File: config.mk
export PLATFORM = sky130hd
export DESIGN_NAME = retransmit_timer_table_top
export DESIGN_NICKNAME = d
export VERILOG_FILES = /design/src/rtl/rtt_pkg.sv /design/src/rtl/rtt_mem.sv /design/src/rtl/rtt_engine.sv /design/src/rtl/retransmit_timer_table_top.sv
export SDC_FILE = /design/constraint.sdc
export NUM_CORES = 1
export LEC_CHECK = 0
export BUFFER_PORTS_ARGS = -buffer_cell sky130_fd_sc_hd__buf_2
export CORE_ASPECT_RATIO = 1.25
export CORE_MARGIN = 1.5
export CORE_UTILIZATION = 55
export DETAILED_ROUTE_END_ITERATION = 7
export PLACE_DENSITY = 0.82
export SETUP_SLACK_MARGIN = 0.05
export SYNTH_ARGS = -nofsm -noshare
export SYNTH_HDL_FRONTEND = slang
export SYNTH_HIERARCHICAL = 1
export SYNTH_SLANG_ARGS = --single-unit
File: constraint.sdc
create_clock -name clk_i -period 5.3 [get_ports clk_i]
set_clock_uncertainty 0.2 [all_clocks]
set_input_delay 1.06 -clock clk_i [delete_from_list [all_inputs] [get_ports clk_i]]
set_output_delay 1.06 -clock clk_i [all_outputs]
set_load 0.05 [all_outputs]
File: src/rtl/rtt_pkg.sv
package rtt_pkg;

  localparam int unsigned EntriesDef   = 16;
  localparam int unsigned RemW         = 23;
  localparam int unsigned RetryW       = 4;
  localparam int unsigned TimeoutW     = 8;
  localparam int unsigned IndexW       = 4;
  localparam int unsigned CfgIdxW      = 1;
  localparam int unsigned CfgDataW     = 8;

  localparam logic [TimeoutW-1:0] InitTimeoutRst = 8'd20;
  localparam logic [RetryW-1:0]   MaxRetriesRst  = 4'd3;

  typedef enum logic [1:0] {
    REQ_TICK    = 2'd0,
    REQ_ARM     = 2'd1,
    REQ_RELEASE = 2'd2,
    REQ_CANCEL  = 2'd3
  } req_e;

  typedef enum logic [2:0] {
    ACT_NONE       = 3'd0,
    ACT_DISARM     = 3'd1,
    ACT_RETX       = 3'd2,
    ACT_ABORT      = 3'd3,
    ACT_CANCEL_ERR = 3'd4
  } act_e;

  typedef enum logic [CfgIdxW-1:0] {
    CFG_INIT_TIMEOUT = 1'd0,
    CFG_MAX_RETRIES  = 1'd1
  } cfg_e;

  typedef enum logic [1:0] {
    ST_IDLE,
    ST_EXEC,
    ST_FINISH
  } st_e;

  typedef struct packed {
    req_e              req_type;
    logic [IndexW-1:0] entry_index;
    logic              send_buffer_empty;
  } req_t;

  typedef struct packed {
    logic [IndexW-1:0] result_index;
    act_e              action;
    logic [RetryW-1:0] retry_count;
    logic              last;
  } res_t;

  typedef struct packed {
    logic [RemW-1:0]   remaining;
    logic [RetryW-1:0] retries;
  } entry_t;

endpackage

File: src/rtl/rtt_mem.sv
module rtt_mem #(
  parameter int unsigned Depth = rtt_pkg::EntriesDef,
  parameter int unsigned AddrW = (Depth > 1) ? $clog2(Depth) : 1
) (
  input  logic                 clk_i,
  input  logic                 we_i,
  input  logic [AddrW-1:0]     waddr_i,
  input  rtt_pkg::entry_t      wdata_i,
  input  logic                 re_i,
  input  logic [AddrW-1:0]     raddr_i,
  output rtt_pkg::entry_t      rdata_o
);
  import rtt_pkg::*;

  entry_t mem_q [Depth];
  entry_t rdata_q;

  always_ff @(posedge clk_i) begin
    if (we_i) begin
      mem_q[waddr_i] <= wdata_i;
    end
  end

  always_ff @(posedge clk_i) begin
    if (re_i) begin
      rdata_q <= mem_q[raddr_i];
    end
  end

  assign rdata_o = rdata_q;

endmodule

File: src/rtl/rtt_engine.sv
module rtt_engine #(
  parameter int unsigned Entries = rtt_pkg::EntriesDef
) (
  input  logic                           clk_i,
  input  logic                           rst_ni,
  input  logic                           in_valid_i,
  output logic                           in_ready_o,
  input  rtt_pkg::req_t                  in_data_i,
  input  logic [rtt_pkg::TimeoutW-1:0]   init_timeout_i,
  input  logic [rtt_pkg::RetryW-1:0]     max_retries_i,
  input  logic                           out_free_i,
  output logic                           emit_o,
  output rtt_pkg::res_t                  emit_res_o
);
  import rtt_pkg::*;

  localparam int unsigned AddrW = (Entries > 1) ? $clog2(Entries) : 1;
  localparam logic [AddrW-1:0] LastAddr = AddrW'(Entries - 1);

  st_e state_q, state_d;
  logic [AddrW-1:0] cur_q, cur_d;
  req_e req_q, req_d;
  logic [IndexW-1:0] idx_q, idx_d;
  logic buf_q, buf_d;
  logic pend_valid_q, pend_valid_d;
  res_t pend_q, pend_d;
  logic [Entries-1:0] armed_q, armed_d;

  logic mem_we, mem_re;
  logic [AddrW-1:0] mem_raddr;
  entry_t rd_entry;

  logic in_fire, in_range, armed_cur, scan_last, exec_stall;
  entry_t upd_entry;
  logic upd_armed, upd_write, upd_report;
  res_t upd_res;

  rtt_mem #(
    .Depth(Entries),
    .AddrW(AddrW)
  ) u_mem (
    .clk_i  (clk_i),
    .we_i   (mem_we),
    .waddr_i(cur_q),
    .wdata_i(upd_entry),
    .re_i   (mem_re),
    .raddr_i(mem_raddr),
    .rdata_o(rd_entry)
  );

  assign in_fire   = in_valid_i && in_ready_o;
  assign in_range  = 32'(in_data_i.entry_index) < 32'(Entries);
  assign armed_cur = armed_q[cur_q];
  assign scan_last = (cur_q == LastAddr);

  // Read-modify-write of the entry whose data sits in the read register.
  always_comb begin
    logic [RetryW-1:0] new_retries;
    new_retries = rd_entry.retries + RetryW'(1);
    upd_entry   = rd_entry;
    upd_armed   = armed_cur;
    upd_write   = 1'b0;
    upd_report  = 1'b0;
    upd_res     = '{result_index: IndexW'(cur_q), action: ACT_NONE,
                    retry_count: '0, last: 1'b1};
    unique case (req_q)
      REQ_TICK: begin
        if (armed_cur) begin
          upd_write = 1'b1;
          if (rd_entry.remaining > RemW'(1)) begin
            upd_entry.remaining = rd_entry.remaining - RemW'(1);
          end else begin
            upd_report   = 1'b1;
            upd_res.last = 1'b0;
            if (rd_entry.retries >= max_retries_i) begin
              upd_armed             = 1'b0;
              upd_entry.remaining   = '0;
              upd_res.action        = ACT_ABORT;
              upd_res.retry_count   = rd_entry.retries;
            end else begin
              upd_entry.retries   = new_retries;
              upd_entry.remaining = RemW'(init_timeout_i) << new_retries;
              upd_res.action      = ACT_RETX;
              upd_res.retry_count = new_retries;
            end
          end
        end
      end
      REQ_ARM: begin
        upd_write  = 1'b1;
        upd_armed  = 1'b1;
        upd_report = 1'b1;
        if (!armed_cur) begin
          upd_entry.retries = '0;
        end
        upd_entry.remaining = RemW'(init_timeout_i);
        upd_res.retry_count = upd_entry.retries;
      end
      REQ_RELEASE: begin
        upd_report = 1'b1;
        if (armed_cur) begin
          upd_res.retry_count = rd_entry.retries;
          if (buf_q) begin
            upd_armed      = 1'b0;
            upd_res.action = ACT_DISARM;
          end
        end
      end
      REQ_CANCEL: begin
        upd_report = 1'b1;
        if (armed_cur) begin
          upd_armed           = 1'b0;
          upd_res.action      = ACT_DISARM;
          upd_res.retry_count = rd_entry.retries;
        end else begin
          upd_res.action = ACT_CANCEL_ERR;
        end
      end
    endcase
  end

  // A tick only holds back when a second expiry must push the staged one out.
  assign exec_stall = (req_q == REQ_TICK) ? (upd_report && pend_valid_q && !out_free_i)
                                          : !out_free_i;

  always_comb begin
    state_d = state_q;
    unique case (state_q)
      ST_IDLE: begin
        if (in_fire) begin
          state_d = (in_data_i.req_type == REQ_TICK || in_range) ? ST_EXEC : ST_FINISH;
        end
      end
      ST_EXEC: begin
        if (!exec_stall) begin
          if (req_q != REQ_TICK) begin
            state_d = ST_IDLE;
          end else if (scan_last) begin
            state_d = ST_FINISH;
          end
        end
      end
      ST_FINISH: begin
        if (out_free_i) begin
          state_d = ST_IDLE;
        end
      end
      default: state_d = ST_IDLE;
    endcase
  end

  always_comb begin
    in_ready_o = 1'b0;
    mem_re     = 1'b0;
    mem_raddr  = cur_q;
    mem_we     = 1'b0;
    emit_o     = 1'b0;
    emit_res_o = upd_res;
    unique case (state_q)
      ST_IDLE: begin
        in_ready_o = 1'b1;
        mem_re     = in_fire && (in_data_i.req_type == REQ_TICK || in_range);
        mem_raddr  = (in_data_i.req_type == REQ_TICK) ? '0 : AddrW'(in_data_i.entry_index);
      end
      ST_EXEC: begin
        if (!exec_stall) begin
          mem_we = upd_write;
          if (req_q == REQ_TICK) begin
            mem_re     = !scan_last;
            mem_raddr  = cur_q + AddrW'(1);
            emit_o     = upd_report && pend_valid_q;
            emit_res_o = pend_q;
          end else begin
            emit_o = 1'b1;
          end
        end
      end
      ST_FINISH: begin
        emit_o = out_free_i;
        if (req_q != REQ_TICK) begin
          emit_res_o = '{result_index: idx_q, action: ACT_NONE, retry_count: '0, last: 1'b1};
        end else if (pend_valid_q) begin
          emit_res_o      = pend_q;
          emit_res_o.last = 1'b1;
        end else begin
          emit_res_o = '{result_index: '0, action: ACT_NONE, retry_count: '0, last: 1'b1};
        end
      end
      default: ;
    endcase
  end

  always_comb begin
    cur_d        = cur_q;
    req_d        = req_q;
    idx_d        = idx_q;
    buf_d        = buf_q;
    pend_valid_d = pend_valid_q;
    pend_d       = pend_q;
    armed_d      = armed_q;
    unique case (state_q)
      ST_IDLE: begin
        if (in_fire) begin
          req_d = in_data_i.req_type;
          idx_d = in_data_i.entry_index;
          buf_d = in_data_i.send_buffer_empty;
          cur_d = mem_raddr;
        end
      end
      ST_EXEC: begin
        if (!exec_stall) begin
          armed_d[cur_q] = upd_armed;
          if (req_q == REQ_TICK) begin
            if (upd_report) begin
              pend_valid_d = 1'b1;
              pend_d       = upd_res;
            end
            if (!scan_last) begin
              cur_d = cur_q + AddrW'(1);
            end
          end
        end
      end
      ST_FINISH: begin
        if (out_free_i) begin
          pend_valid_d = 1'b0;
        end
      end
      default: ;
    endcase
  end

  always_ff @(posedge clk_i or negedge rst_ni) begin
    if (!rst_ni) begin
      state_q      <= ST_IDLE;
      cur_q        <= '0;
      req_q        <= REQ_TICK;
      pend_valid_q <= 1'b0;
      armed_q      <= '0;
    end else begin
      state_q      <= state_d;
      cur_q        <= cur_d;
      req_q        <= req_d;
      pend_valid_q <= pend_valid_d;
      armed_q      <= armed_d;
    end
  end

  always_ff @(posedge clk_i) begin
    idx_q  <= idx_d;
    buf_q  <= buf_d;
    pend_q <= pend_d;
  end

  a_cur_in_table: assert property (@(posedge clk_i) disable iff (!rst_ni)
    state_q == ST_EXEC |-> 32'(cur_q) < 32'(Entries))
    else $error("entry pointer beyond the table");

  a_no_rw_collision: assert property (@(posedge clk_i) disable iff (!rst_ni)
    mem_we && mem_re |-> mem_raddr != cur_q)
    else $error("read and write of the same entry in one cycle");

  a_idle_no_pending: assert property (@(posedge clk_i) disable iff (!rst_ni)
    state_q == ST_IDLE |-> !pend_valid_q)
    else $error("staged expiry left over after a tick");

  a_emit_has_room: assert property (@(posedge clk_i) disable iff (!rst_ni)
    emit_o |-> out_free_i)
    else $error("result issued while the output register is full");

endmodule

File: src/rtl/retransmit_timer_table_top.sv
// Arm, release and cancel: the result is registered on leaving EXEC, or FINISH for an index beyond
//   the table, and the next request is taken back in IDLE; a stalled output delays both.
// Tick: one entry per cycle is read and, if armed, written back, unless an expiry finds one staged
//   and the output full; the last result is registered on leaving FINISH, then IDLE takes the next request.
// Reset clears the armed bits and loads the timeout and retry limit registers with 20 and 3;
// the timer memory itself is not cleared, as an entry's contents are only used after an arm wrote them.
module retransmit_timer_table_top #(
  parameter int unsigned Entries = rtt_pkg::EntriesDef
) (
  input  logic                          clk_i,
  input  logic                          rst_ni,
  input  logic                          in_valid_i,
  output logic                          in_ready_o,
  input  rtt_pkg::req_t                 in_data_i,
  output logic                          out_valid_o,
  input  logic                          out_ready_i,
  output rtt_pkg::res_t                 out_data_o,
  input  logic                          cfg_valid_i,
  output logic                          cfg_ready_o,
  input  logic [rtt_pkg::CfgIdxW-1:0]   cfg_index_i,
  input  logic [rtt_pkg::CfgDataW-1:0]  cfg_data_i
);
  import rtt_pkg::*;

  logic [TimeoutW-1:0] init_timeout_q;
  logic [RetryW-1:0]   max_retries_q;
  logic                out_valid_q;
  res_t                out_data_q;
  logic                out_free;
  logic                emit;
  res_t                emit_res;

  // Configuration writes are always taken and unchecked; the user must issue them only while the table is quiet.
  assign cfg_ready_o = 1'b1;

  always_ff @(posedge clk_i or negedge rst_ni) begin
    if (!rst_ni) begin
      init_timeout_q <= InitTimeoutRst;
      max_retries_q  <= MaxRetriesRst;
    end else if (cfg_valid_i && cfg_ready_o) begin
      unique case (cfg_e'(cfg_index_i))
        CFG_INIT_TIMEOUT: init_timeout_q <= cfg_data_i[TimeoutW-1:0];
        CFG_MAX_RETRIES:  max_retries_q  <= cfg_data_i[RetryW-1:0];
      endcase
    end
  end

  // The output register frees up in the same cycle its result is transferred,
  // so the engine can refill it without a bubble.
  assign out_free = !out_valid_q || out_ready_i;

  rtt_engine #(
    .Entries(Entries)
  ) u_engine (
    .clk_i         (clk_i),
    .rst_ni        (rst_ni),
    .in_valid_i    (in_valid_i),
    .in_ready_o    (in_ready_o),
    .in_data_i     (in_data_i),
    .init_timeout_i(init_timeout_q),
    .max_retries_i (max_retries_q),
    .out_free_i    (out_free),
    .emit_o        (emit),
    .emit_res_o    (emit_res)
  );

  always_ff @(posedge clk_i or negedge rst_ni) begin
    if (!rst_ni) begin
      out_valid_q <= 1'b0;
    end else if (emit) begin
      out_valid_q <= 1'b1;
    end else if (out_ready_i) begin
      out_valid_q <= 1'b0;
    end
  end

  always_ff @(posedge clk_i) begin
    if (emit) begin
      out_data_q <= emit_res;
    end
  end

  assign out_valid_o = out_valid_q;
  assign out_data_o  = out_data_q;

endmodule

* Word-level counts from Yosys, hierarchy flattened
Memory sizes are Yosys's and may differ from the RTL's. A register that Yosys moved wholly into a read port is not among the register bits. Index checks and enable logic that the tools add are counted.
Storage, ports and cells: memories kept 1, input port bits 21, register bits after elaboration 67, bits in writable memories 432, logic and storage cells 138
Cells by class: multiplexer cells 71, bitwise operators 2, order comparisons 4, equal/unequal tests 13, shifts and indexed selects 1, reduce and logical (&&, ||, !) cells 25, add/subtract/negate cells 3
Memories:
- u_engine.u_mem.mem_q | words 16, width 27, rd ports 1, clocked after Yosys merged registers in 1, write ports 1, RTL line rtt_mem.sv:15 | entry_t mem_q [Depth];
Operator list (count):
- 27-bit case mux with 2 select lines | 1
- 12-bit 2-to-1 mux | 4
- 23-bit 2-to-1 mux | 2
- 4-bit 2-to-1 mux | 10
- 1-bit 2-to-1 mux | 28
- 27-bit 2-to-1 mux | 1
- 12-bit case mux with 2 select lines | 1
- 23-bit by 1-bit > comparator with 1-bit output (second input constant) | 1
- 8-bit by 4-bit left shift with 23-bit output | 1
- 23-bit by 1-bit subtractor with 23-bit output (second input constant) | 1
- 16-bit bitwise mux | 1
- 8-bit 2-to-1 mux | 2
- 4-bit case mux with 2 select lines | 2
- 4-bit case mux with 3 select lines | 1
- 2-bit 2-to-1 mux | 5
- 5-bit 2-to-1 mux | 2
- 1-bit case mux with 2 select lines | 5
- 5-bit AND reduction | 2
- 3-bit case mux with 3 select lines | 1
- 4-bit by 1-bit adder with 4-bit output (second input constant) | 2
- 2-bit by 1-bit != test with 1-bit output (second input constant) | 4
- 2-bit AND reduction | 4
- 4-bit AND reduction | 2
- 2-bit nonzero test | 4
- other kinds (20) | 32

* Longest topological paths before layout
depth in word-level cells 11, mapped depth 15

* Modules after synthesis
The synthesis kept the hierarchy.
By module, submodules not included:
- rtt_mem | cells each 710, sequential area each 13783.2 µm², instances 1, area each 17164.0 µm²
- rtt_engine | cells each 551, sequential area each 1136.1 µm², instances 1, area each 4389.2 µm²
- retransmit_timer_table_top | cells each 44, sequential area each 690.7 µm², instances 1, area each 908.4 µm²

* Worst setup path before layout
OpenSTA, ideal clock, no wires.
kind reg-to-reg, start register u_engine.cur_q[0], end memory u_engine/u_mem/mem_q[0][0] (netlist name), enable pin, buffers on the path 1, library setup time 0.445 ns, path slack -0.029 ns, stages on the path, launching flop included 10, data arrival time 4.685 ns, clock period less this slack 5.329 ns, cells stage by stage dfrtp_1 mux4_2 nor3b_1 a41oi_2 nand3_4 buf_2 a211o_1 nor2_1 or3b_2 nor3_1
On the way: cells in the longest elaborated chain, start to end 11, elaborated cells between the ends (all ways) 13, classes of those cells 11 x mux; 2 x reduce/logical
Ends and longest elaborated chain:
- start: declaration | RTL line rtt_engine.sv:21 | logic [AddrW-1:0] cur_q, cur_d;
- start signal: assignment | RTL line rtt_engine.sv:242 | cur_q <= cur_d;
- 1-bit binary-select mux with 4-bit select (*) | RTL line rtt_engine.sv:53 | assign armed_cur = armed_q[cur_q];
- 1-bit 2-to-1 mux (not written as such) (*) | RTL line rtt_engine.sv:53
- 1-bit 2-to-1 mux | RTL line rtt_engine.sv:68 | if (armed_cur) begin
- 1-bit case mux with 2 select lines | RTL line rtt_engine.sv:66 | unique case (req_q)
- 1-bit logical AND (2 in series) | RTL line rtt_engine.sv:123 | assign exec_stall = (req_q == REQ_TICK) ? (upd_report && pend_valid_q && !out_free_i)
- 1-bit 2-to-1 mux | RTL line rtt_engine.sv:123
- 1-bit 2-to-1 mux (*) | RTL line rtt_engine.sv:166 | if (!exec_stall) begin
- 1-bit 2-to-1 mux (*) | RTL line rtt_engine.sv:159 | unique case (state_q)
- named net u_engine.mem_we | RTL line rtt_engine.sv:29 | logic mem_we, mem_re;
- 1-bit 2-to-1 mux (*) | RTL line rtt_mem.sv:19 | if (we_i) begin
- 1-bit 2-to-1 mux (not written as such) (*) | RTL line rtt_mem.sv:20 | mem_q[waddr_i] <= wdata_i;
- end: declaration | RTL line rtt_mem.sv:15
The timed path passes the listed nets; every way through them passes the cells marked *. The select of a mux whose other input is x is not followed.

* Worst setup path in the final report
start register u_engine/u_mem/rdata_o[16] (netlist name), end register u_engine/u_mem/rdata_o[14] (netlist name)
On the way: cells in the longest elaborated chain, start to end 9, elaborated cells between the ends (all ways) 11, classes of those cells 1 x order compare; 8 x mux; 2 x reduce/logical
Ends and longest elaborated chain:
- 23-bit by 1-bit > comparator with 1-bit output | RTL line rtt_engine.sv:70 | if (rd_entry.remaining > RemW'(1)) begin
- 1-bit 2-to-1 mux | RTL line rtt_engine.sv:70
- 1-bit 2-to-1 mux | RTL line rtt_engine.sv:68
- 1-bit case mux with 2 select lines | RTL line rtt_engine.sv:66
- 1-bit logical AND (2 in series) | RTL line rtt_engine.sv:123
- 1-bit 2-to-1 mux | RTL line rtt_engine.sv:123
- 4-bit 2-to-1 mux | RTL line rtt_engine.sv:166
- 4-bit case mux with 2 select lines | RTL line rtt_engine.sv:159
- named net u_engine.mem_raddr[0] | RTL line rtt_engine.sv:30 | logic [AddrW-1:0] mem_raddr;
The timed path passes the listed nets, and every way through them passes these cells. A chain may end at the register's enable or synchronous reset.

==> results by group <==
Clock tree
  • Num CTS Buffers: 46
  • Clk slew on worst S/H paths: 0.07 ns
  • Clock Tree Root: clkbuf_16
  • H-tree depth: 2
  • CTS tree: built
  • Hold buffers post-CTS: 0
  • Setup Buffers After CTS: 0
  • Clock Latency Late Sink: 0.58 ns
  • TritonCTS sink count: 526
  • Longest Clk Path Bufs: 3
  • Post-CTS Resized: 0

Yosys
  • Mapped cell area: 22,500 um2
  • Commonest cells post-synth: edfxtp_1 (488), mux4_2 (114), nand2_1 (79), nor2_1 (57), o21ai_0 (45)
  • Yosys warns: 6
  • Net count after synthesis: 1,340
  • Top-area cell type share of the netlist area: 0.652
  • Leading area contributor after synthesis: edfxtp_1
  • Seq/Total Area, Yosys: 0.695
  • EDFF count, synth: 488
  • Synth area leaders: edfxtp_1 (65%), mux4_2 (11%), dfrtp_1 (3.8%), a22oi_1 (1.3%), nand2_1 (1.3%)
  • Mean Syn Cell Area: 17.2 um2
  • Synth Instances: 1,305
  • Synth cell types: 81
  • Ys async rst share: 0.0722
  • Synth Flop Type: edfxtp_1
  • Count leader, synth: edfxtp_1
  • Yosys reg bits: 526

Floorplan
  • Die width: 184 um
  • Cell row count: 82
  • Initial core utilization: 0.558
  • Die area: 42,100 um2
  • Die height: 229 um
  • IO Count: 36
  • Core outline area: 40,200 um2

Layout
  • Non-Filler Instances: 1,959
  • Final core utilization: 0.623
  • Share of layout cells above drive strength 1: 0.254
  • Ant. Diodes: 0
  • Final #Nets: 1,414
  • Syn-to-layout area delta: 11.5%
  • Finished Cell Area: 25,100 um2

Route
  • Via Count: 13,100
  • DR pass1 iterations: 8
  • Remaining DRCs: 0
  • Post-Route WL: 54,800 um
  • Drt wl/cell: 28.0 um
  • DR vias/cell: 6.69
  • Iteration-0 DRC Markers: 1,976
  • Post-route ant nets: 0

Global routing
  • Vias in the first global route: 13,300
  • GR Util All Layers: 0.266
  • Largest net degree at the start of global routing: 71
  • Initial antenna violation count: 0
  • Total grt overflow: 0
  • First-pass GRT wire length: 82,200 um

Timing
  • Slew @ Worst Pin: 1.33 ns
  • FMAX: 224 MHz
  • Worst slew margin: 0.116
  • Fin. max-slew vios: 0
  • Period utilization: 0.841
  • Final hold vios: 0
  • Setup TNS: 0 ns
  • Final Setup Violations: 0
  • Minimum clock period: 4.46 ns
  • RSZ-0062 raised after global routing: false

Power
  • Peak VDD IR: 613 uV
  • Pwr Density: 684 nW/um2
  • Leakage: 8.19 nW

Placement
  • HPWL Detailed: 31,000 um
  • Placed Cells: 1,877
  • Placer Congestion: 0.974
  • PortBufs: 34
  • Post-DP Area: 23,600 um2

Critical path
  • Crit path kind: flip-flop to flip-flop
  • Worst EP arrival: 4.58 ns
  • Critical Path RT: 5.42 ns
  • Worst setup EP type: flip-flop
  • Worst setup SP type: flip-flop
  • Worst-path maximum fanout: 41

Outcome
  • Status: finished clean

Worst hold path
  • Hold Path Class: flip-flop to flip-flop

Job
  • Max-Cap Viols: 0
## power breakdown
part | switching (W) | leakage [nW] | internal, W | total, W
Clock | 0.00143 | 0.704 | 0.00185 | 0.00329
Sequential | 0.000397 | 4.91 | 0.00602 | 0.00642
Combinational | 0.00460 | 2.57 | 0.00282 | 0.00742
## final timing paths
path / from / end / slack (ns) / cells after the start
max: u_engine/u_mem/rdata_o[16] / u_engine/u_mem/rdata_o[14] / 0.84 / 11
min: u_engine/armed_q[15] / u_engine/armed_q[15] / 0.28 / 1
max reg2reg: u_engine/u_mem/rdata_o[16] / u_engine/u_mem/rdata_o[14] / 0.84 / 11
min reg2reg: u_engine/armed_q[15] / u_engine/armed_q[15] / 0.28 / 1
max in group asynchronous: rst_ni / out_valid_o / 3.91 / 1
min in group asynchronous: rst_ni / u_engine/armed_q[8] / 0.43 / 1
## placed cells by master (no fill, tap or decap), drive strengths merged, types with 6 or more instances in the layout
| cell | instances |
|---|---|
| mux4 | 114 |
| edfxtp | 488 |
| nand2 | 79 |
| a21oi | 41 |
| clkbuf | 58 |
| o21ai | 50 |
| nor2b | 10 |
| a211oi | 7 |
| o31ai | 8 |
| buf | 96 |
| a31oi | 7 |
| mux2 | 34 |
| a221o | 7 |
| dfrtp | 34 |
| and2 | 6 |
| nor3 | 28 |
| nand2b | 6 |
| nand3 | 43 |
| a32oi | 7 |
| clkinv | 17 |
| ha | 14 |
| inv | 23 |
| o22ai | 7 |
| mux2i | 10 |
| and3 | 8 |
| a22oi | 60 |
| nor2 | 58 |
## sequential cells by signal, summed over array words and instances, names as in the netlist
signal and cells:
out_data_o 12, u_engine/pend_valid_q 1, init_timeout_q 8, out_valid_o 1, u_engine/buf_q 1, u_engine/cur_q 4, u_engine/pend_q 12, u_engine/state_q 2
u_engine/u_mem/rdata_o 27, u_engine/u_mem/mem_q 432, max_retries_q 4, u_engine/req_q 2, u_engine/armed_q 16, u_engine/idx_q 4
## kinds of logic after synthesis
kind of cell,after synthesis,synth area share
XOR/XNOR,5,0.00195
multiplexers,158,0.137
flip-flops,526,0.695
adder cells (fa/ha/maj),14,0.00780
AO/OA/AOI/OAI,243,0.0796
buffers and inverters,93,0.0203
AND/OR/NAND/NOR,265,0.0581
other,1,0.000167
## worst max-delay path, stage by stage, from the launching register on
cell	delay, ns
edfxtp_1	0.49
or4_4	0.61
nor4_2	0.21
nand3_2	0.18
nor3_4	0.33
a21oi_2	0.21
o211ai_1	0.36
buf_12	0.33
buf_4	0.39
mux4_2	0.56
a22oi_2	0.19
nand2_1	0.11
## per-layer routing
layer  track usage  wire length (um)
met1         0.341             19500
met2         0.444             27500
met3        0.0494              5350
met5             0                 0
met4         0.117              2440
## final cells by class
| class | instances | area [um2] |
|---|---|---|
| clock inverter | 24 | 249 |
| sequential | 526 | 15600 |
| timing repair buffer | 96 | 673 |
| clock buffer | 58 | 1210 |
| tap | 546 | 683 |
| inverter | 23 | 86.3 |
| multi-input combinational | 686 | 6550 |
| fill | 2726 | 15200 |
## stage by stage
step / setup slack, ns / hold WS (ns) / power (W)
6_report: 0.844 / 0.284 / 0.0171
5_1_grt: 0.541 / 0.309 / 0.0178
4_1_cts: 0.829 / 0.287 / 0.0171
3_5_place_dp: 0.772 / 0.274 / 0.0137
3_3_place_gp: 0.825 / 0.264 / 0.0135
2_1_floorplan: 0.293 / 0.253 / 0.0116
Power figures use the tool's default switching activity.
